<file path="src/sv/rcrf_ram.sv">
//------------------------------------------------------------------------------
// Range finder RAM
// Generic single write port, single read port RAM with registered read data.
//------------------------------------------------------------------------------
module rcrf_ram #(
	parameter int WIDTH = 64,
	parameter int DEPTH = 64
) (
	input  logic                     clk,
	input  logic                     we,
	input  logic [$clog2(DEPTH)-1:0] waddr,
	input  logic [WIDTH-1:0]         wdata,
	input  logic                     re,
	input  logic [$clog2(DEPTH)-1:0] raddr,
	output logic [WIDTH-1:0]         rdata
);

	logic [WIDTH-1:0] mem_q [DEPTH];

	always_ff @(posedge clk) begin
		if (we) begin
			mem_q[waddr] <= wdata;
		end
		if (re) begin
			rdata <= mem_q[raddr];
		end
	end

endmodule

</file>
<file path="config.mk">
export PLATFORM = sky130hd
export DESIGN_NAME = rcrf_ram
export DESIGN_NICKNAME = d
export VERILOG_FILES = /design/src/sv/rcrf_ram.sv
export SDC_FILE = /design/constraint.sdc
export NUM_CORES = 2
export LEC_CHECK = 0
export BUFFER_PORTS_ARGS = -buffer_cell sky130_fd_sc_hd__buf_4
export CORE_MARGIN = 3
export CORE_UTILIZATION = 55
export DETAILED_ROUTE_END_ITERATION = 12
export HOLD_SLACK_MARGIN = 0.06
export PLACE_DENSITY_LB_ADDON = 0.05
export SKIP_CTS_REPAIR_TIMING = 1
export SYNTH_ARGS = -nofsm -noshare
export SYNTH_HDL_FRONTEND = slang
export SYNTH_SLANG_ARGS = --single-unit
export TNS_END_PERCENT = 1
</file>
<file path="constraint.sdc">
create_clock -name clk -period 6.2 [get_ports clk]
set_input_delay 1.24 -clock clk [delete_from_list [all_inputs] [get_ports clk]]
set_output_delay 1.24 -clock clk [all_outputs]
set_load 0.005 [all_outputs]
</file>
==> impl_metrics.prom <==
# TYPE chip_impl_metric gauge
chip_impl_info{name="result_of_the_run",value="complete, no violations"} 1
chip_impl_metric{name="clk_path_buf_depth",unit=""} 4
chip_impl_metric{name="placementRows",unit=""} 195
chip_impl_metric{name="path_clk_slew",unit="ps"} 60
chip_impl_metric{name="static-leakage-power",unit="nW"} 55.5
chip_impl_metric{name="globalRouteTotalUtil",unit="%"} 30.4
chip_impl_metric{name="antenna_found_initial",unit=""} 34
chip_impl_metric{name="vias",unit=""} 76200
chip_impl_metric{name="slew_viol_final",unit=""} 0
chip_impl_metric{name="area_of_all_sequential_standard_cells",unit="um^2"} 125000
chip_impl_info{name="worst_min_delay_path_class",value="in2reg"} 1
chip_impl_metric{name="chipHeight",unit="um"} 540
chip_impl_metric{name="detailedRoute.firstIterationViolations",unit=""} 9542
chip_impl_info{name="regToRegStartpoint",value="mem_q[11][63]$_DFFE_PP_"} 1
chip_impl_metric{name="power-per-cell-area",unit="nW/um^2"} 329
chip_impl_info{name="grt_setup_unrepaired",value="no"} 1
chip_impl_metric{name="worst_pin_slew",unit="ps"} 1390
chip_impl_metric{name="final.min_clock_period",unit="ps"} 3460
chip_impl_metric{name="place_congestion",unit=""} 0.788
chip_impl_metric{name="detail_route.drc_violations",unit=""} 0
chip_impl_metric{name="max_slew_margin",unit="%"} 7.21
chip_impl_metric{name="floorplan.initialDensity",unit="%"} 55.5
chip_impl_info{name="worst-setup-path-type",value="in2reg"} 1
chip_impl_metric{name="cts_made_buffers",unit=""} 415
chip_impl_metric{name="post-synth-top-area-fraction",unit="%"} 79.6
chip_impl_metric{name="timing.reg2reg.worst_path_depth",unit=""} 5
chip_impl_metric{name="grt_first_pass_wirelength",unit="um"} 613000
chip_impl_info{name="final_cell_mix",value="4160 x edfxtp_1, 1024 x mux4_2, 432 x clkbuf_16"} 1
chip_impl_metric{name="maxCapViolCount",unit=""} 0
chip_impl_metric{name="crit_required",unit="ps"} 6830
chip_impl_info{name="layout.cells.most_common",value="edfxtp_1"} 1
chip_impl_metric{name="drive_gt1_share",unit="%"} 28.6
chip_impl_metric{name="syn-mean-instance-area",unit="um^2"} 23.8
chip_impl_metric{name="seq_area_frac_synth",unit="%"} 79.6
chip_impl_metric{name="drt-total-wl",unit="um"} 440000
chip_impl_metric{name="timing.critical_path.fanout_max",unit=""} 87
chip_impl_metric{name="timing.fmax",unit="MHz"} 289
chip_impl_metric{name="final_core_utilization",unit="%"} 62.8
chip_impl_metric{name="clock_latency",unit="ps"} 930
chip_impl_metric{name="multi_input_comb_area",unit="um^2"} 30800
chip_impl_metric{name="fin_skew",unit="ps"} 29.5
chip_impl_metric{name="drtAntennaViolNets",unit=""} 0
chip_impl_info{name="cts_root_buf",value="clkbuf_16"} 1
chip_impl_metric{name="synth_cells",unit=""} 6598
chip_impl_metric{name="finalPower",unit="mW"} 58.5
chip_impl_metric{name="ctsHtreeMaxLevel",unit=""} 5
chip_impl_metric{name="postSynth.asyncResetShare",unit="%"} 0
chip_impl_metric{name="syn_to_final_growth",unit="%"} 13.2
chip_impl_metric{name="min_period_over_period",unit="%"} 55.7
chip_impl_metric{name="gr-total-overflow",unit=""} 0
chip_impl_metric{name="dpl_cell_area",unit="um^2"} 164000
chip_impl_metric{name="yosys_register_bits",unit=""} 4160
chip_impl_info{name="hold_path.startpoint",value="wdata[44]"} 1
chip_impl_metric{name="nets",unit=""} 7129
chip_impl_metric{name="yosys_warnings",unit=""} 0
chip_impl_metric{name="core-area",unit="um^2"} 283000
chip_impl_metric{name="io_pins",unit=""} 143
chip_impl_metric{name="n_fill_cell",unit=""} 19200
chip_impl_info{name="cts_tree",value="built"} 1
chip_impl_metric{name="wp_data_arrival",unit="ps"} 4090
chip_impl_info{name="postSynth.topFlopCell",value="edfxtp_1"} 1
chip_impl_metric{name="cts.sinks",unit=""} 4160
chip_impl_info{name="origin_of_the_worst_setup_path",value="raddr[0]"} 1
chip_impl_info{name="synth_area_leader_cell",value="edfxtp_1"} 1
chip_impl_metric{name="wl_per_cell",unit="um"} 39.5
chip_impl_metric{name="timing.hold.worst_path_depth",unit=""} 1
chip_impl_info{name="synth.top_cells.by_area",value="edfxtp_1 80%, mux4_2 15%, mux2i_1 0.86%, a22oi_1 0.80%, buf_2 0.54%"} 1
chip_impl_metric{name="mappedNetlistArea",unit="um^2"} 157000
chip_impl_metric{name="finalHoldViolations",unit=""} 0
chip_impl_metric{name="syn_nets",unit=""} 6677
chip_impl_metric{name="setup-tns-final",unit="ps"} 0
chip_impl_metric{name="number_of_distinct_library_cells_after_synthesis",unit=""} 32
chip_impl_metric{name="vdd_ir_drop_max",unit="V"} 0.000363
chip_impl_metric{name="post_drt_via_cell_ratio",unit=""} 6.83
chip_impl_metric{name="design.die.area",unit="um^2"} 292000
chip_impl_metric{name="die_x",unit="um"} 540
chip_impl_metric{name="drt_pass1_iterations",unit=""} 6
chip_impl_metric{name="largest_net_degree_at_the_start_of_global_routing",unit=""} 88
chip_impl_metric{name="hpwl",unit="um"} 233000
chip_impl_metric{name="io_buffers",unit=""} 142
chip_impl_metric{name="finish.instance_area",unit="um^2"} 178000
chip_impl_info{name="critical_path.startpoint_type",value="input port"} 1
chip_impl_metric{name="final-setup-viol-count",unit=""} 0
chip_impl_info{name="critPathCaptureType",value="register"} 1
chip_impl_metric{name="synth_enable_flop_cells",unit=""} 4160
chip_impl_metric{name="first_global_vias",unit=""} 76100
cell usage after synthesis, types with 34 or more instances:
cell type and n:
edfxtp_1 4160, mux4_2 1024, buf_2 170, a22oi_1 168
clkbuf_1 140, mux2i_1 135, nor2_1 112, a22o_1 88
o22ai_1 83, and3_1 64, a211oi_1 63, nand2_1 58
nand3_1 45, o221ai_1 38, buf_4 34
layer usage:
| layer | routed length (um) | GRT usage, % | vias up | share of wire, % |
|---|---|---|---|---|
| met5 | 148 | 0 | - | 0.034 |
| met4 | 13600 | 8.55 | 24 | 3.1 |
| met3 | 42700 | 6.54 | 677 | 9.7 |
| met2 | 209000 | 46.8 | 3970 | 47 |
| met1 | 175000 | 44.8 | 42000 | 40 |
| li1 | - | - | 29500 | - |
registers in the layout (all words and copies together) (netlist names):
register,flops
mem_q,4096
rdata,64
final cells by class:
type / instances / share of cell area (%)
diodes: 14 / 0.0197
clock buffers: 515 / 6.26
clock inverters: 250 / 1.20
inverters: 19 / 0.0401
multi-input cells: 2049 / 17.3
flip-flops and latches: 4160 / 70.3
well taps: 3743 / 2.64
repair buffers: 405 / 2.20
logic make-up after synthesis:
family                 synth area share, %
flip-flops                            79.6
multiplexers                          15.6
AO/OA/AOI/OAI                         2.47
buffers and inverters                 1.18
AND/OR/NAND/NOR                       1.23
worst paths after layout:
check / to / slack [ps]
setup / recovery: rdata[22]$_DFFE_PP_ / 2740
hold / removal: mem_q[33][44]$_DFFE_PP_ / 820
setup reg to reg: rdata[63]$_DFFE_PP_ / 4020
hold reg to reg: rdata[34]$_DFFE_PP_ / 910
metrics by stage:
stage | hold WS, ps | setup WS (ps) | instances
after floorplan | 865 | -470 | 6598
after global placement | 898 | 1670 | 10400
after detailed placement | 903 | 1680 | 10400
after CTS | 755 | 2710 | 11100
after global routing | 808 | 2600 | 11200
final | 820 | 2740 | 11200
power by group:
| part | switching, mW | total [mW] | internal [mW] |
|---|---|---|---|
| logic | 1.62 | 2.63 | 1.00 |
| clock network | 10.4 | 24.6 | 14.2 |
| registers | 0.108 | 31.3 | 31.2 |
| total | 12.1 | 58.5 | 46.4 |
critical path, cell delays in order:
cell      delay (ps)
buf_16           530
buf_4            640
mux4_2           590
mux2i_1          200
nand2_1           80
a31oi_1          560
a211oi_1          90
No activity file was read; power rests on OpenSTA's default activity.
