`src/sv/rcrf_pkg.sv`:
```
//------------------------------------------------------------------------------
// Range finder package
// Types, constants and tables shared by the range finder modules.
//------------------------------------------------------------------------------
package rcrf_pkg;

	localparam int SEG_DEPTH    = 64;
	localparam int CIR_DEPTH    = 64;
	localparam int SEG_AW       = 6;
	localparam int CIR_AW       = 6;
	localparam int COUNT_W      = 7;
	localparam int DIST_W       = 15;
	localparam int COORD_W      = 16;
	localparam int DIFF_W       = 17;
	localparam int DIR_W        = 18;
	localparam int ACC_W        = 48;
	localparam int MUL_W        = 22;
	localparam int NUM_MAG_W    = 38;
	localparam int RAD_W        = 40;
	localparam int ROOT_W       = 20;
	localparam int QUOT_W       = 16;
	localparam int CORDIC_STEPS = 14;
	localparam int CORDIC_GAIN  = 9949;
	localparam int DIST_RESET   = 2560;
	localparam int SEG_STEPS    = 8;
	localparam int CIR_STEPS    = 6;
	localparam int ADDR_W       = 4;

	typedef enum logic [1:0] {
		OP_SEG   = 2'd0,
		OP_CIR   = 2'd1,
		OP_QUERY = 2'd2,
		OP_NONE  = 2'd3
	} opcode_t;

	typedef enum logic [1:0] {
		REG_SEG_COUNT = 2'd0,
		REG_CIR_COUNT = 2'd1,
		REG_MAX_DIST  = 2'd2,
		REG_UNUSED    = 2'd3
	} reg_idx_t;

	typedef struct packed {
		opcode_t                     opcode;
		logic [5:0]                  entry_index;
		logic signed [COORD_W-1:0]   a_x;
		logic signed [COORD_W-1:0]   a_y;
		logic signed [COORD_W-1:0]   b_x;
		logic signed [COORD_W-1:0]   b_y;
		logic [DIST_W-1:0]           circle_radius;
		logic signed [COORD_W-1:0]   query_x;
		logic signed [COORD_W-1:0]   query_y;
		logic [15:0]                 query_heading;
	} cmd_t;

	typedef struct packed {
		logic [DIST_W-1:0] range;
		logic              hit;
	} res_t;

	typedef struct packed {
		logic signed [COORD_W-1:0] ax;
		logic signed [COORD_W-1:0] ay;
		logic signed [COORD_W-1:0] bx;
		logic signed [COORD_W-1:0] by;
	} seg_entry_t;

	typedef struct packed {
		logic signed [COORD_W-1:0] cx;
		logic signed [COORD_W-1:0] cy;
		logic [DIST_W-1:0]         r;
	} cir_entry_t;

	typedef enum logic [3:0] {
		ST_IDLE,
		ST_DIR,
		ST_SEG_RD,
		ST_SEG_LD,
		ST_SEG_MUL,
		ST_SEG_CHK,
		ST_SEG_DIV,
		ST_CIR_RD,
		ST_CIR_LD,
		ST_CIR_MUL,
		ST_CIR_CHK,
		ST_CIR_SQRT,
		ST_DONE
	} state_t;

	typedef enum logic [1:0] {
		ACC_LOAD,
		ACC_ADD,
		ACC_SUB
	} acc_mode_t;

	typedef struct packed {
		logic      valid;
		logic [1:0] dst;
		acc_mode_t mode;
	} mul_op_t;

	typedef enum logic {
		DS_DIV,
		DS_SQRT
	} ds_mode_t;

	typedef struct packed {
		logic     start;
		ds_mode_t mode;
	} ds_ctrl_t;

	function automatic logic [13:0] atan_entry(input logic [3:0] i);
		logic [13:0] v;
		case (i)
			4'd0:    v = 14'd8192;
			4'd1:    v = 14'd4836;
			4'd2:    v = 14'd2555;
			4'd3:    v = 14'd1297;
			4'd4:    v = 14'd651;
			4'd5:    v = 14'd326;
			4'd6:    v = 14'd163;
			4'd7:    v = 14'd81;
			4'd8:    v = 14'd41;
			4'd9:    v = 14'd20;
			4'd10:   v = 14'd10;
			4'd11:   v = 14'd5;
			4'd12:   v = 14'd3;
			4'd13:   v = 14'd1;
			default: v = 14'd0;
		endcase
		return v;
	endfunction

endpackage

```
`src/sv/rcrf_divsqrt.sv`:
```
//------------------------------------------------------------------------------
// Range finder divide and root unit
// Restoring shift and subtract unit for the segment distance quotient and the
// circle integer square root, one bit per cycle.
//------------------------------------------------------------------------------
module rcrf_divsqrt (
	input  logic                                clk,
	input  logic                                arst_n,
	input  rcrf_pkg::ds_ctrl_t                  ctrl,
	input  logic [rcrf_pkg::NUM_MAG_W-1:0]      num_mag,
	input  logic [rcrf_pkg::NUM_MAG_W-1:0]      den_mag,
	input  logic [rcrf_pkg::RAD_W-1:0]          radicand,
	output logic                                done,
	output logic [rcrf_pkg::QUOT_W-1:0]         quot,
	output logic [rcrf_pkg::ROOT_W-1:0]         root
);
	import rcrf_pkg::*;

	localparam int REM_W = NUM_MAG_W + QUOT_W;

	logic              busy_q;
	logic              done_q;
	ds_mode_t          mode_q;
	logic [4:0]        cnt_q;
	logic [REM_W-1:0]  rem_q;
	logic [REM_W-1:0]  dsh_q;
	logic [QUOT_W-1:0] q_q;
	logic [RAD_W-1:0]  n_q;
	logic [RAD_W-1:0]  res_q;
	logic [RAD_W-1:0]  bit_q;
	logic [RAD_W-1:0]  trial;
	logic              last;

	assign trial = res_q + bit_q;
	assign last  = (mode_q == DS_DIV) ? (cnt_q == 5'(QUOT_W - 1)) : (cnt_q == 5'(ROOT_W - 1));

	always_ff @(posedge clk or negedge arst_n) begin
		if (!arst_n) begin
			busy_q <= 1'b0;
			done_q <= 1'b0;
			cnt_q  <= '0;
		end else begin
			done_q <= 1'b0;
			if (ctrl.start) begin
				busy_q <= 1'b1;
				cnt_q  <= '0;
			end else if (busy_q) begin
				cnt_q <= cnt_q + 5'd1;
				if (last) begin
					busy_q <= 1'b0;
					done_q <= 1'b1;
				end
			end
		end
	end

	always_ff @(posedge clk) begin
		if (ctrl.start) begin
			mode_q <= ctrl.mode;
			rem_q  <= REM_W'({num_mag, 14'b0});
			dsh_q  <= REM_W'({den_mag, 15'b0});
			q_q    <= '0;
			n_q    <= radicand;
			res_q  <= '0;
			bit_q  <= RAD_W'(1) << (RAD_W - 2);
		end else if (busy_q) begin
			if (mode_q == DS_DIV) begin
				if (rem_q >= dsh_q) begin
					rem_q <= rem_q - dsh_q;
					q_q   <= {q_q[QUOT_W-2:0], 1'b1};
				end else begin
					q_q <= {q_q[QUOT_W-2:0], 1'b0};
				end
				dsh_q <= dsh_q >> 1;
			end else begin
				if (n_q >= trial) begin
					n_q   <= n_q - trial;
					res_q <= (res_q >> 1) + bit_q;
				end else begin
					res_q <= res_q >> 1;
				end
				bit_q <= bit_q >> 2;
			end
		end
	end

	assign done = done_q;
	assign quot = q_q;
	assign root = res_q[ROOT_W-1:0];

endmodule

```
`config.mk`:
```
export PLATFORM = sky130hd
export DESIGN_NAME = rcrf_divsqrt
export DESIGN_NICKNAME = d
export VERILOG_FILES = /design/src/sv/rcrf_pkg.sv /design/src/sv/rcrf_divsqrt.sv
export SDC_FILE = /design/constraint.sdc
export NUM_CORES = 1
export LEC_CHECK = 0
export BUFFER_PORTS_ARGS = -buffer_cell sky130_fd_sc_hd__buf_2
export CORE_MARGIN = 8
export CORE_UTILIZATION = 45
export CTS_CLUSTER_SIZE = 10
export DETAILED_ROUTE_END_ITERATION = 8
export GPL_TIMING_DRIVEN = 0
export SETUP_SLACK_MARGIN = 0.15
export SYNTH_ARGS = -nofsm -noshare
export SYNTH_HDL_FRONTEND = slang
export SYNTH_SLANG_ARGS = --single-unit
```
`constraint.sdc`:
```
create_clock -name clk -period 13.95 [get_ports clk]
set_input_delay 4.185 -clock clk [delete_from_list [all_inputs] [get_ports clk]]
set_output_delay 4.185 -clock clk [all_outputs]
set_load 0.03 [all_outputs]
```
==> impl_metrics.csv <==
group,metric,value,unit
layout,drive_above_1_share,0.123,
worst_setup_path,timing.rr.start,"res_q[4]$_SDFFE_PP0P_",
clock_tree,htree_levels,1,
floorplanning,fp-row-count,72,
layout,postLayoutCoreUtil,0.519,
floorplanning,die-area,45700,um2
synth,synthTopCellsByArea,"edfxtp_1 20%, dfxtp_1 12%, ha_1 9.7%",
synth,synth_commonest_cells,"346 x nand2_1, 198 x a21oi_1, 146 x nor2_1, 136 x ha_1, 129 x o21ai_0",
worst_setup_path,path_class,"in -> reg",
detailed_routing,drt_first_pass_iters,5,
clock_tree,clk_pin_slew_worst_paths,0.06,ns
sta,worst_pin_slew,1.08,ns
sta,setup_ws,7.34,ns
clock_tree,clk_latency,0.57,ns
sta,hold_viol_final,0,
clock_tree,hold_buffers,0,
pwr,cellLeakagePower,8.14,nW
synth,synth.top_cell.area_share,0.199,
min_path,hold_depth,2,
sta,fin_setup_tns,0,ns
grt,grt.overflow.total,0,
worst_setup_path,slowest_delay,0.71,ns
floorplanning,start_util,0.456,
worst_setup_path,cp_max_fo,20,
synth,ys_seq_elements,231,
clock_tree,ctsLongestPathBuffers,3,
min_path,min_from,"rem_q[4]$_SDFFE_PP0P_",
worst_setup_path,crit_slowest_cell,"clkbuf_1",
min_path,hold_class,"reg -> reg",
place,dp_hpwl,45300,um
layout,design_area,20100,um2
grt,antenna_found_initial,0,
outcome,status,"completed",
sta,slew-limit-headroom,0.281,
detailed_routing,vias,16800,
clock_tree,post-cts-setup-buffers,0,
sta,period_share,0.474,
synth,synth_nets,2407,
worst_setup_path,path_cells,"buf_2 > inv_1 > clkbuf_1 > clkbuf_1 > nand2_2 > buf_16",
worst_setup_path,required,14.26,ns
place,place_inst,2826,
grt,first_global_vias,16200,
place,io_buffer_count,156,
synth,netlist_instances,2149,
pwr,pwr_density_cell,190,nW/um2
sta,fmax,151,MHz
grt,grt_pass1_wl,90800,um
worst_setup_path,crit_family,"buffers and inverters",
sta,fin_skew,0.0160,ns
place,place_congestion,0.961,
detailed_routing,routedWlPerCell,20.3,um
clock_tree,cts_buffers,30,
worst_setup_path,start_kind,"primary input",
synth,yosysTopAreaCell,"edfxtp_1",
detailed_routing,route.detailed.drc,0,
layout,area_growth_syn_to_layout,13.8,%
place,place_ws,6.77,ns
floorplanning,io_pins,157,
floorplanning,die_w,214,um
grt,grt_use_total,0.250,
grt,grt_max_degree,31,
clock_tree,cts_resized,0,
layout,nNetsFinal,2598,
clock_tree,clock_sink_count,231,
layout,nFillCells,3801,
synth,syn_area,17600,um2
synth,synth_cell_type_count,78,
floorplanning,core,38600,um2
worst_setup_path,r2r_end,"n_q[9]$_DFFE_PP_",
detailed_routing,ant_nets,0,
clock_tree,root_buffer,"clkbuf_16",
min_path,hold_end,"rem_q[4]$_SDFFE_PP0P_",
layout,diodes,0,
worst_setup_path,path_buf_inv,5,
synth,ys_seq_area_frac,0.331,
worst_setup_path,end_kind,"flip-flop",
place,dpl-instance-area,19100,um2
detailed_routing,wl,58500,um
synth,synth.most_common_cell,"nand2_1",
sta,setup_viol,0,
layout,final_cells,2879,
sta,rsz0062_at_grt,"no",
worst_setup_path,reg2reg_depth,21,
worst_setup_path,crit_top_cell,"clkbuf_1",
synth,synthArstFlopShare,0.0303,
detailed_routing,avgViaCountPerCell,5.83,
synth,synth_edf_count,117,
sta,slew_violations,0,
flow_run,drv_cap,0,
worst_setup_path,arrival,6.92,ns
clock_tree,cts_tree,"yes",
synth,ys_warn_count,0,
worst_setup_path,rrSetupSlack,7.48,ns
sta,final.min_clock_period,6.61,ns
floorplanning,die_y,214,um
detailed_routing,drt_iter0_drc,1317,
sta,worst_hold_slack,0.457,ns
pwr,finalPower,3.82,mW
synth,synth_ff_type,"edfxtp_1",
pwr,vdd_ir_drop_max,0.0956,mV
synth,syn_avg_cell_area,8.20,um2
[sequential cells by signal (all words and copies together) (netlist names)]
| signal | count |
|---|---|
| bit_q | 20 |
| dsh_q | 53 |
| quot | 16 |
| busy_q | 1 |
| mode_q | 1 |
| done | 1 |
| res_q | 40 |
| cnt_q | 5 |
| rem_q | 54 |
| n_q | 40 |
[worst min-delay path, stage by stage (launching register included)]
cell and delay (ns):
dfxtp_1 0.31, nand2_1 0.05, a21oi_1 0.05
[cells by family (layout without fill, tap and decap cells)]
kind of cell | after synthesis | after routing | synth area share
XOR/XNOR | 139 | 139 | 0.0691
flip-flops | 231 | 231 | 0.331
buffers and inverters | 230 | 442 | 0.0559
AND/OR/NAND/NOR | 676 | 676 | 0.167
AO/OA/AOI/OAI | 712 | 712 | 0.264
multiplexers | 23 | 23 | 0.0138
adder cells (fa/ha/maj) | 138 | 138 | 0.0988
[worst max path at each step]
stage,start,end,depth (start not counted)
CTS,ctrl[1],rem_q[33]$_DFFE_PP_,6
global placement,res_q[4]$_SDFFE_PP0P_,n_q[17]$_DFFE_PP_,20
detailed placement,ctrl[1],rem_q[37]$_DFFE_PP_,6
floorplan,res_q[4]$_SDFFE_PP0P_,n_q[0]$_DFFE_PP_,20
finish,ctrl[1],rem_q[33]$_DFFE_PP_,6
global route,res_q[4]$_SDFFE_PP0P_,n_q[9]$_DFFE_PP_,21
[cells in the final DEF (no fill, tap or decap), types with 8 or more instances in the layout]
master,netlist,layout
a211o_1,14,14
a211oi_1,36,36
a21boi_0,8,8
a21o_1,43,43
a21oi_1,198,198
a22o_1,25,25
a31o_2,9,9
a31oi_1,32,32
and2_1,10,10
and3_1,14,14
buf_2,25,181
buf_4,24,24
clkbuf_1,81,92
clkbuf_16,0,31
dfxtp_1,107,107
edfxtp_1,117,117
ha_1,136,136
inv_1,92,92
mux2i_1,15,15
nand2_1,346,344
nand2b_1,16,16
nand3_1,29,29
nand4_1,28,28
nor2_1,146,146
nor2b_1,14,14
nor3_1,36,36
o211ai_1,22,22
o21a_1,17,17
o21ai_0,129,128
o21ai_1,9,9
o21bai_1,33,33
o22ai_1,15,15
o31ai_1,64,64
or3_1,17,17
xnor2_1,59,59
xor2_1,80,80
[report_power, final]
group,internal (mW),leakage (nW),switching [mW]
clock network,0.421,0.440,0.299
registers,0.898,2.17,0.0947
logic,0.804,5.53,1.30
[area by class of cell]
type	instances	area [um2]	area share
Tap cell	518	648	0.0323
Clock buffer	45	858	0.0428
Buffer	138	641	0.0320
Clock inverter	8	50.0	0.00250
Multi-Input combinational cell	1688	10800	0.540
Timing Repair Buffer	159	856	0.0427
Sequential cell	231	5830	0.291
Inverter	92	345	0.0172
[routing by layer]
layer  GRT usage  routed length, um  vias up
li1            -                  -     8170
met1       0.329              25900     7957
met2       0.414              26700      558
met3      0.0342               3780       96
met4      0.0941               2110        0
met5           0                  0        -
(Power assumes the default switching activity.)
