<file path="src/sv/rcrf_pkg.sv">
//------------------------------------------------------------------------------
// Range finder package
// Types, constants and tables shared by the range finder modules.
//------------------------------------------------------------------------------
package rcrf_pkg;

	localparam int SEG_DEPTH    = 64;
	localparam int CIR_DEPTH    = 64;
	localparam int SEG_AW       = 6;
	localparam int CIR_AW       = 6;
	localparam int COUNT_W      = 7;
	localparam int DIST_W       = 15;
	localparam int COORD_W      = 16;
	localparam int DIFF_W       = 17;
	localparam int DIR_W        = 18;
	localparam int ACC_W        = 48;
	localparam int MUL_W        = 22;
	localparam int NUM_MAG_W    = 38;
	localparam int RAD_W        = 40;
	localparam int ROOT_W       = 20;
	localparam int QUOT_W       = 16;
	localparam int CORDIC_STEPS = 14;
	localparam int CORDIC_GAIN  = 9949;
	localparam int DIST_RESET   = 2560;
	localparam int SEG_STEPS    = 8;
	localparam int CIR_STEPS    = 6;
	localparam int ADDR_W       = 4;

	typedef enum logic [1:0] {
		OP_SEG   = 2'd0,
		OP_CIR   = 2'd1,
		OP_QUERY = 2'd2,
		OP_NONE  = 2'd3
	} opcode_t;

	typedef enum logic [1:0] {
		REG_SEG_COUNT = 2'd0,
		REG_CIR_COUNT = 2'd1,
		REG_MAX_DIST  = 2'd2,
		REG_UNUSED    = 2'd3
	} reg_idx_t;

	typedef struct packed {
		opcode_t                     opcode;
		logic [5:0]                  entry_index;
		logic signed [COORD_W-1:0]   a_x;
		logic signed [COORD_W-1:0]   a_y;
		logic signed [COORD_W-1:0]   b_x;
		logic signed [COORD_W-1:0]   b_y;
		logic [DIST_W-1:0]           circle_radius;
		logic signed [COORD_W-1:0]   query_x;
		logic signed [COORD_W-1:0]   query_y;
		logic [15:0]                 query_heading;
	} cmd_t;

	typedef struct packed {
		logic [DIST_W-1:0] range;
		logic              hit;
	} res_t;

	typedef struct packed {
		logic signed [COORD_W-1:0] ax;
		logic signed [COORD_W-1:0] ay;
		logic signed [COORD_W-1:0] bx;
		logic signed [COORD_W-1:0] by;
	} seg_entry_t;

	typedef struct packed {
		logic signed [COORD_W-1:0] cx;
		logic signed [COORD_W-1:0] cy;
		logic [DIST_W-1:0]         r;
	} cir_entry_t;

	typedef enum logic [3:0] {
		ST_IDLE,
		ST_DIR,
		ST_SEG_RD,
		ST_SEG_LD,
		ST_SEG_MUL,
		ST_SEG_CHK,
		ST_SEG_DIV,
		ST_CIR_RD,
		ST_CIR_LD,
		ST_CIR_MUL,
		ST_CIR_CHK,
		ST_CIR_SQRT,
		ST_DONE
	} state_t;

	typedef enum logic [1:0] {
		ACC_LOAD,
		ACC_ADD,
		ACC_SUB
	} acc_mode_t;

	typedef struct packed {
		logic      valid;
		logic [1:0] dst;
		acc_mode_t mode;
	} mul_op_t;

	typedef enum logic {
		DS_DIV,
		DS_SQRT
	} ds_mode_t;

	typedef struct packed {
		logic     start;
		ds_mode_t mode;
	} ds_ctrl_t;

	function automatic logic [13:0] atan_entry(input logic [3:0] i);
		logic [13:0] v;
		case (i)
			4'd0:    v = 14'd8192;
			4'd1:    v = 14'd4836;
			4'd2:    v = 14'd2555;
			4'd3:    v = 14'd1297;
			4'd4:    v = 14'd651;
			4'd5:    v = 14'd326;
			4'd6:    v = 14'd163;
			4'd7:    v = 14'd81;
			4'd8:    v = 14'd41;
			4'd9:    v = 14'd20;
			4'd10:   v = 14'd10;
			4'd11:   v = 14'd5;
			4'd12:   v = 14'd3;
			4'd13:   v = 14'd1;
			default: v = 14'd0;
		endcase
		return v;
	endfunction

endpackage

</file>
<file path="src/sv/rcrf_cordic.sv">
//------------------------------------------------------------------------------
// Range finder direction unit
// Iterative CORDIC that turns a binary angle into a Q1.14 unit vector.
//------------------------------------------------------------------------------
module rcrf_cordic (
	input  logic                             clk,
	input  logic                             arst_n,
	input  logic                             start,
	input  logic [15:0]                      heading,
	output logic                             done,
	output logic signed [rcrf_pkg::DIR_W-1:0] dir_c,
	output logic signed [rcrf_pkg::DIR_W-1:0] dir_s
);
	import rcrf_pkg::*;

	logic                    busy_q;
	logic                    done_q;
	logic                    flip_q;
	logic [3:0]              iter_q;
	logic signed [DIR_W-1:0] x_q;
	logic signed [DIR_W-1:0] y_q;
	logic signed [DIR_W-1:0] z_q;
	logic signed [DIR_W-1:0] c_q;
	logic signed [DIR_W-1:0] s_q;
	logic signed [DIR_W-1:0] z_init;
	logic                    flip_init;
	logic signed [DIR_W-1:0] dx;
	logic signed [DIR_W-1:0] dy;
	logic signed [DIR_W-1:0] x_n;
	logic signed [DIR_W-1:0] y_n;
	logic signed [DIR_W-1:0] z_n;
	logic signed [DIR_W-1:0] step_angle;

	always_comb begin
		z_init    = $signed({2'b00, heading});
		flip_init = 1'b0;
		if (heading >= 16'd16384 && heading < 16'd49152) begin
			z_init    = $signed({2'b00, heading}) - DIR_W'(32768);
			flip_init = 1'b1;
		end else if (heading >= 16'd49152) begin
			z_init = $signed({2'b00, heading}) - DIR_W'(65536);
		end
	end

	always_comb begin
		step_angle = $signed({4'b0000, atan_entry(iter_q)});
		dx = y_q >>> iter_q;
		dy = x_q >>> iter_q;
		if (!z_q[DIR_W-1]) begin
			x_n = x_q - dx;
			y_n = y_q + dy;
			z_n = z_q - step_angle;
		end else begin
			x_n = x_q + dx;
			y_n = y_q - dy;
			z_n = z_q + step_angle;
		end
	end

	always_ff @(posedge clk or negedge arst_n) begin
		if (!arst_n) begin
			busy_q <= 1'b0;
			done_q <= 1'b0;
			iter_q <= '0;
		end else begin
			done_q <= 1'b0;
			if (start) begin
				busy_q <= 1'b1;
				iter_q <= '0;
			end else if (busy_q) begin
				iter_q <= iter_q + 4'd1;
				if (iter_q == 4'(CORDIC_STEPS - 1)) begin
					busy_q <= 1'b0;
					done_q <= 1'b1;
				end
			end
		end
	end

	always_ff @(posedge clk) begin
		if (start) begin
			x_q    <= DIR_W'(CORDIC_GAIN);
			y_q    <= '0;
			z_q    <= z_init;
			flip_q <= flip_init;
		end else if (busy_q) begin
			x_q <= x_n;
			y_q <= y_n;
			z_q <= z_n;
			if (iter_q == 4'(CORDIC_STEPS - 1)) begin
				c_q <= flip_q ? -x_n : x_n;
				s_q <= flip_q ? -y_n : y_n;
			end
		end
	end

	assign done  = done_q;
	assign dir_c = c_q;
	assign dir_s = s_q;

endmodule

</file>
<file path="config.mk">
export PLATFORM = sky130hd
export DESIGN_NAME = rcrf_cordic
export DESIGN_NICKNAME = d
export VERILOG_FILES = /design/src/sv/rcrf_pkg.sv /design/src/sv/rcrf_cordic.sv
export SDC_FILE = /design/constraint.sdc
export NUM_CORES = 1
export LEC_CHECK = 0
export BUFFER_PORTS_ARGS = -buffer_cell sky130_fd_sc_hd__buf_2
export CORE_MARGIN = 2
export CORE_UTILIZATION = 40
export CTS_BUF_LIST = sky130_fd_sc_hd__clkbuf_2
export DETAILED_ROUTE_END_ITERATION = 8
export SLEW_MARGIN = 20
export SYNTH_ARGS = -nofsm -noshare
export SYNTH_HDL_FRONTEND = slang
export SYNTH_SLANG_ARGS = --single-unit
</file>
<file path="constraint.sdc">
create_clock -name clk -period 6.13 [get_ports clk]
set_clock_uncertainty 0.05 [all_clocks]
set_input_delay 0.3065 -clock clk [delete_from_list [all_inputs] [get_ports clk]]
set_output_delay 0.3065 -clock clk [all_outputs]
set_load 0.01 [all_outputs]
</file>
==> results.cfg, run 1 <==
[run_status]
outcome = finished clean

[critical_path]
arrival_ns = 6.12
reg2reg_to = dir_c[17]
worstPathMaxFanout = 23
crit_end = dir_c[17]
crit_chain = mux2i_1 > mux2_2 > o22ai_1 > a221oi_1 > buf_4 > nand3_1 > nor3_1 > nor2_1 > xnor2_1 > ha_1 > and2_1 > a32o_1 > nor2_1 > a32oi_1 > xor2_1 > or4_1 > or3_1 > o41ai_1 > xor2_1
crit_cells = 19
endpoint_kind = flip-flop
r2r-start = iter_q[1]
crit_required_ns = 6.49
critPathLaunchType = flip-flop
cp.buffers_inverters = 1
crit_path_max_incr_delay_ns = 0.69
critical_path_class = flip-flop to flip-flop
worst_path_max_delay_cell = dfrtp_4
critPathTopFamily = simple AND/OR/NAND/NOR gates
reg2reg_depth = 19
crit_start = iter_q[1]
rrSetupSlack_ns = 0.37

[synthesis]
synth.largest_area_cell = edfxtp_1
ys_top_cells_by_area = edfxtp_1 17%, ha_1 8.3%, xnor2_1 7.8%
synth_mux_area_frac = 0.137
ys_types = 76
postSynthAreaPerCell_sq_um = 8.83
synth-edff-count = 55
ys_ff_latch = 97
yosys.area_share.xor_xnor = 0.112
synth_warnings = 0
synth_compound_area_frac = 0.190
yosys.area_share.simple = 0.167
synthArstFlopShare = 0.0619
ys_seq_area_frac = 0.264
synth_fa_ha_area_frac = 0.0890
syn_inst = 1080
synth_top_family_by_area = compound AO/OA/AOI/OAI gates
syn_nets = 1165
synthesis.area_sq_um = 9540
synth.top_cell.area_share = 0.173
ys_dominant_reg_cell = edfxtp_1

[floorplanning]
core_sq_um = 23500
dieWidth_um = 158
initial_core_util = 0.406
rows = 56
pin_count = 56
die-area_sq_um = 25100
die_y_um = 158

[placed_design]
placed_area_sq_um = 10200
io_buffer_count = 55
routabilityCongestion = 0.951
hpwlAfterDp_um = 18500

[final_layout]
final_cell_mix = 114 x nor2_1, 85 x nand2_1, 85 x xnor2_1
layout-drive-gt1-share = 0.148
final_common_cell = nor2_1
area_delta_synth_final_pct = 11.0
final_cell_area_sq_um = 10600
fillCellCount = 2271
regArea_sq_um = 2530
multiInputGateArea_sq_um = 6650
finalNetCount = 1224

[sta]
setup_viol = 0
fin_crit_sh = 0.939
fmax_ghz = 0.174
hold_violations = 0
whs_ns = 0.381
max_slew_margin = 0.461
maxSlewViolCount = 0
period_minus_slack_ns = 5.76
rsz0062_at_grt = no
setup_tns_ns = 0
worst_pin_slew_ns = 0.809

[clocking]
cts_max_level = 3
cts_inserted_buffers = 9
clock_sinks = 97
tritoncts = yes
cts_buffer_depth = 2
clk_latency_ns = 0.66
cts-root-buf = clkbuf_2
path_clk_slew_ns = 0.30

[route]
wl_per_cell_um = 16.8
drc = 0
drt-vias-per-instance = 5.65
drt-total-wl_um = 24600
firstDrtPassIters = 5
drtIter0Drc = 515
antenna_left = 0
dr_total_vias = 8265

[grt]
grt_overflow_total = 0
grt_usage = 0.202
grt_max_degree = 79
grt_pass1_wl_um = 40100
grt_pass1_vias = 7743
antenna_found_initial = 1

[run]
maxCapViolCount = 0

[min_path]
hp-class = input port to flip-flop
metal layers:
metal / track usage / share of wire / up-vias
met1: 0.269 / 0.47 / 3922
met3: 0.0264 / 0.043 / 36
li1: - / - / 4095
met5: 0 / 0 / -
met2: 0.336 / 0.46 / 212
met4: 0.0708 / 0.024 / 0
logic make-up (layout without fill, tap and decap cells):
| family | count (synthesis) | count (layout) |
|---|---|---|
| compound gates | 276 | 276 |
| xor+xnor | 119 | 119 |
| fa+ha+maj | 66 | 66 |
| buf+inv | 91 | 155 |
| flops | 97 | 97 |
| mux | 97 | 97 |
| other cells | 0 | 1 |
| simple gates | 334 | 334 |
worst min-delay path by stage:
stage | from | to | slack, ns | cells past startpoint
after floorplan | arst_n | busy_q | -0.04 | 0
after global placement | arst_n | done | 0.11 | 1
after detailed placement | arst_n | done | 0.11 | 1
after CTS | heading[13] | z_q[13] | 0.33 | 4
after global routing | heading[13] | z_q[13] | 0.37 | 4
final | heading[13] | z_q[13] | 0.38 | 4
per-stage QoR:
| step | instances | setup WS [ns] | util |
|---|---|---|---|
| floorplan | 1080 | 0.339 | - |
| global placement | 1425 | 0.452 | 0.435 |
| detailed placement | 1426 | 0.343 | 0.436 |
| CTS | 1461 | 0.300 | 0.450 |
| global route | 1464 | 0.0267 | 0.451 |
| finish | 1464 | 0.371 | 0.451 |
worst reg2reg max path: cells and delay by family (launching register included):
family / cells / cell delay (ns)
buffers and inverters: 1 / 0.21
adders and majority gates: 1 / 0.39
DFF: 1 / 0.69
AOI/OAI and AO/OA: 5 / 1.43
muxes: 2 / 0.53
and+or+nand+nor: 7 / 1.78
xor gates and xnor gates: 3 / 0.46
repair_timing:
| item | CTS | global route |
|---|---|---|
| hold buffers | 19 | 0 |
| setup buffers | 0 | 2 |
| endpoints found under the hold margin | 25 | 0 |
| resized for setup | 0 | 3 |
| setup endpoints to repair | 0 | 4 |
registers in the layout, summed over array words and instances (netlist names):
register	count
dir_c	18
dir_s	18
x_q	18
y_q	18
z_q	18
iter_q	4
busy_q	1
done	1
flip_q	1
area by class of cell:
cell class                 instances  share of cell area
antenna                            1            0.000236
clock buffer                       9             0.00426
clock inverter                     7             0.00887
inverter                          34              0.0121
multi-input combinational        892               0.628
sequential                        97               0.239
tap                              319              0.0377
timing repair buffer             105              0.0695
cell usage after synthesis, drive strengths merged (19+ instances only):
cell type / number
nor2: 116
nand2: 85
xnor2: 85
o21ai: 67
a21oi: 65
ha: 63
mux2i: 60
edfxtp: 55
dfxtp: 36
inv: 33
xor2: 32
clkbuf: 30
buf: 27
mux4: 26
nor3: 25
a211oi: 19
Power of run 1 is left out: the tool's default activity adds up to more than one toggle a clock period on the data nets, which glitch-free logic cannot reach.
==> inputs of run 2 (changes only) <==
--- a/config.mk
+++ b/config.mk
@@ -6,6 +6,7 @@
 export NUM_CORES = 1
 export LEC_CHECK = 0
 export BUFFER_PORTS_ARGS = -buffer_cell sky130_fd_sc_hd__buf_2
+export CORE_ASPECT_RATIO = 0.5
 export CORE_MARGIN = 2
 export CORE_UTILIZATION = 40
 export CTS_BUF_LIST = sky130_fd_sc_hd__clkbuf_2
==> results.cfg, run 2 (synthesized netlist as in run 1, its figures left out) <==
[route]
drtIter0Drc = 706
drt-total-wl_um = 25500
antenna_left = 0
drt-vias-per-instance = 5.72
firstDrtPassIters = 5
drc = 0
wl_per_cell_um = 17.5
dr_total_vias = 8353

[floorplanning]
core_sq_um = 23100
die-area_sq_um = 25200
pin_count = 56
dieWidth_um = 222
die_y_um = 113
initial_core_util = 0.412
rows = 39

[placed_design]
placed_cells = 1422
routabilityCongestion = 0.923
io_buffer_count = 55
placed_area_sq_um = 10300
hpwlAfterDp_um = 19500

[clocking]
cts_max_level = 3
cts_buffer_depth = 2
tritoncts = yes
cts-root-buf = clkbuf_2
clock_sinks = 97
path_clk_slew_ns = 0.27
cts_inserted_buffers = 9
clk_latency_ns = 0.66

[grt]
antenna_found_initial = 2
grt_overflow_total = 0
grt_pass1_wl_um = 41500
grt_max_degree = 80
grt_usage = 0.207
grt_pass1_vias = 7937

[critical_path]
endpoint_kind = flip-flop
crit_required_ns = 6.54
rrSetupSlack_ns = 0.31
critPathLaunchType = flip-flop
worst_path_max_delay_cell = dfrtp_2
cp.buffers_inverters = 2
critical_path_class = flip-flop to flip-flop
critPathTopFamily = simple AND/OR/NAND/NOR gates
crit_path_max_incr_delay_ns = 0.62
crit_top_cell = xnor2_1
arrival_ns = 6.23
crit_chain = buf_12 > buf_4 > mux4_2 > a22oi_1 > o21ai_0 > nor4_1 > nand2_1 > nor2_1 > nor2_1 > xnor2_1 > ha_1 > nand2_1 > o21ai_0 > o21bai_1 > o31a_1 > a21oi_1 > xnor2_1 > or4_1 > o41ai_1 > xnor2_1
worstPathMaxFanout = 20

[sta]
fin_crit_sh = 0.950
maxSlewViolCount = 0
rsz0062_at_grt = no
worst_pin_slew_ns = 0.856
setup_tns_ns = 0
hold_violations = 0
period_minus_slack_ns = 5.82
setup_viol = 0
max_slew_margin = 0.430
fmax_ghz = 0.172

[final_layout]
layout-drive-gt1-share = 0.154
fin_cells = 1460
finalNetCount = 1230
area_delta_synth_final_pct = 11.2
fillCellCount = 2278
final_cell_area_sq_um = 10600
final_common_cell = nor2_1
final_cell_mix = 114 x nor2_1, 85 x nand2_1, 85 x xnor2_1

[run]
maxCapViolCount = 0

[run_status]
outcome = finished clean

[min_path]
hp-class = input port to flip-flop
==> run 2: layout make-up <==
type	instances	area [sq um]	share of cell area
multi-input cells	892	6650	0.627
flip-flops and latches	97	2530	0.239
repair buffers	111	766	0.0722
well taps	307	384	0.0362
inverters	34	128	0.0120
clock inverters	6	88.8	0.00838
clock buffers	10	50.0	0.00472
diodes	3	7.51	0.000708
==> run 2: stage by stage <==
stage          utilization  hold slack, ns  worst slack [ns]
6_report             0.458           0.268             0.308
3_3_place_gp         0.443           0.110             0.393
5_1_grt              0.458           0.227          0.000787
4_1_cts              0.457           0.194             0.238
3_5_place_dp         0.443           0.111             0.285
2_1_floorplan            -         -0.0391             0.339
==> run 2: worst paths after layout <==
check                            endpoint  cells past startpoint       from
worst max register to register  dir_s[17]                     20  iter_q[0]
min in group asynchronous       iter_q[1]                      3     arst_n
worst min-delay path              y_q[13]                      3      start
worst max-delay path            dir_s[17]                     20  iter_q[0]
max in group asynchronous       iter_q[1]                      3     arst_n
worst min register to register     y_q[0]                      2     y_q[0]
==> run 2: per-layer routing <==
metal  vias up  share of wire  GRT usage  wire length [um]
met5         -              0          0                 0
met4         0          0.017     0.0582               436
met3        34          0.066     0.0428              1680
met2       257           0.42      0.315             10700
met1      3953           0.50      0.297             12700
li1       4109              -          -                 -
==> run 2: what timing repair did <==
action                                  4_1_cts  5_1_grt
endpoints found under the setup margin        0        4
hold endpoints to repair                     23        0
hold buffers                                 18        0
resized for setup                             0        2
buffers inserted                              0        0
==> run 2: worst register-to-register path, stage by stage (launching register included) <==
cell,delay (ns)
dfrtp_2,0.62
buf_12,0.23
buf_4,0.22
mux4_2,0.51
a22oi_1,0.16
o21ai_0,0.27
nor4_1,0.55
nand2_1,0.17
nor2_1,0.12
nor2_1,0.06
xnor2_1,0.15
ha_1,0.36
nand2_1,0.11
o21ai_0,0.30
o21bai_1,0.17
o31a_1,0.19
a21oi_1,0.09
xnor2_1,0.23
or4_1,0.57
o41ai_1,0.38
xnor2_1,0.12
Power of run 2 is left out for the same reason.
==> inputs of run 3 (changes only) <==
--- a/config.mk
+++ b/config.mk
@@ -7,10 +7,10 @@
 export LEC_CHECK = 0
 export BUFFER_PORTS_ARGS = -buffer_cell sky130_fd_sc_hd__buf_2
 export CORE_ASPECT_RATIO = 0.5
-export CORE_MARGIN = 2
-export CORE_UTILIZATION = 40
+export CORE_UTILIZATION = 58
 export CTS_BUF_LIST = sky130_fd_sc_hd__clkbuf_2
 export DETAILED_ROUTE_END_ITERATION = 8
+export PLACE_DENSITY = 0.8
 export SLEW_MARGIN = 20
 export SYNTH_ARGS = -nofsm -noshare
 export SYNTH_HDL_FRONTEND = slang
==> results.cfg, run 3 (synthesized netlist as in run 1, its figures left out) <==
[run_status]
outcome = finished clean

[grt]
grt_pass1_wl_um = 40700
grt_max_degree = 80
grt_usage = 0.303
antenna_found_initial = 1
grt_pass1_vias = 8154
grt_overflow_total = 0

[sta]
rsz0062_at_grt = no
max_slew_margin = 0.316
hold_violations = 0
maxSlewViolCount = 0
setup_tns_ns = 0
period_minus_slack_ns = 5.77
setup_viol = 0
worst_pin_slew_ns = 1.02
fmax_ghz = 0.173
fin_crit_sh = 0.941

[route]
drt-total-wl_um = 24800
wl_per_cell_um = 18.2
antenna_left = 0
drc = 0
firstDrtPassIters = 5
drtIter0Drc = 774
drt-vias-per-instance = 6.28
dr_total_vias = 8587

[final_layout]
finalNetCount = 1224
layout-drive-gt1-share = 0.149
final_cell_mix = 115 x nor2_1, 85 x nand2_1, 85 x xnor2_1
final_common_cell = nor2_1
area_delta_synth_final_pct = 9.32
fillCellCount = 1294

[critical_path]
endpoint_kind = flip-flop
arrival_ns = 6.15
reg2reg_depth = 18
rrSetupSlack_ns = 0.36
critPathTopFamily = simple AND/OR/NAND/NOR gates
worstPathMaxFanout = 28
crit_start = iter_q[1]
cp.buffers_inverters = 0
crit_top_cell = xor2_1
crit_path_max_incr_delay_ns = 0.72
critPathLaunchType = flip-flop
crit_required_ns = 6.51
r2r-start = iter_q[1]
reg2reg_to = dir_c[17]
worst_path_max_delay_cell = dfrtp_4
crit_chain = or2_2 > mux2i_1 > a221o_1 > o221ai_1 > nor3b_1 > nor2b_1 > a21oi_1 > xnor2_1 > ha_1 > and4_1 > o2111a_1 > nor2_1 > a32oi_1 > xor2_1 > or4_1 > or3_1 > o41ai_1 > xor2_1
critical_path_class = flip-flop to flip-flop

[clocking]
clk_latency_ns = 0.66
cts_max_level = 3
tritoncts = yes
cts_setup_buffers = 0
cts_buffer_depth = 2
cts_inserted_buffers = 9
cts-root-buf = clkbuf_2
clock_sinks = 97
path_clk_slew_ns = 0.30

[floorplanning]
rows = 32
core_sq_um = 15700
die-area_sq_um = 17000
dieWidth_um = 183
pin_count = 56
initial_core_util = 0.606
die_y_um = 92.7

[min_path]
hp-class = input port to flip-flop
hold_path_depth = 3
holdPathEnd = y_q[15]
hp-start = start

[placed_design]
hpwlAfterDp_um = 18800
routabilityCongestion = 0.989
io_buffer_count = 55

[run]
maxCapViolCount = 0
-- run 3: cell count changes in the layout (fill, tap and decap cells not counted), moves of 2 or more --
| cell | previous run | this run |
|---|---|---|
| buf_4 | 36 | 30 |
| dfrtp_2 | 3 | 1 |
| dfrtp_4 | 1 | 3 |
| buf_12 | 2 | 0 |
-- run 3: worst max path at each step --
stage                end  slack [ns]  cells after the start
6_report       dir_c[17]        0.36                     18
2_1_floorplan  dir_c[17]        0.34                     24
5_1_grt        dir_s[16]        0.09                     18
3_5_place_dp   dir_s[16]        0.27                     18
4_1_cts        dir_s[16]        0.23                     18
3_3_place_gp   dir_s[16]        0.40                     17
-- run 3: stage by stage --
| stage | utilization | instances | area (sq um) | hold WS [ns] | setup slack (ns) |
|---|---|---|---|---|---|
| finish | 0.663 | 1367 | 10400 | 0.240 | 0.364 |
| global placement | 0.641 | 1330 | 10100 | 0.102 | 0.399 |
| CTS | 0.660 | 1364 | 10400 | 0.220 | 0.234 |
| global route | 0.663 | 1367 | 10400 | 0.239 | 0.0853 |
| detailed placement | 0.641 | 1330 | 10100 | 0.0991 | 0.266 |
| floorplan | - | 1080 | 9540 | -0.0391 | 0.339 |
-- run 3: timing repair --
item | CTS | global route
hold buffers | 18 | 0
endpoints found under the hold margin | 22 | 0
endpoints found under the setup margin | 0 | 6
resized for setup | 0 | 6
-- run 3: final cells by class --
type / count / area [sq um] / share of cell area
flip-flops and latches: 97 / 2530 / 0.243
diodes: 2 / 5.00 / 0.000480
multi-input cells: 892 / 6650 / 0.638
inverters: 34 / 128 / 0.0122
clock buffers: 9 / 45.0 / 0.00432
clock inverters: 7 / 76.3 / 0.00732
well taps: 221 / 277 / 0.0265
repair buffers: 105 / 707 / 0.0678
-- run 3: routing by layer --
layer / vias up / part of all wire / track usage
met1: 4049 / 0.46 / 0.419
met2: 390 / 0.43 / 0.486
met5: - / 0 / 0
met3: 50 / 0.091 / 0.0586
li1: 4098 / - / -
met4: 0 / 0.017 / 0.0778
-- run 3: worst register-to-register path: cells and delay by family (launching register included) --
family                     cells  cell delay [ns]
adders and majority gates      1             0.44
xor gates and xnor gates       3             0.32
DFF                            1             0.72
muxes                          1             0.14
and+or+nand+nor                7             2.01
AOI/OAI and AO/OA              6             1.85
Power of run 3 is left out for the same reason.
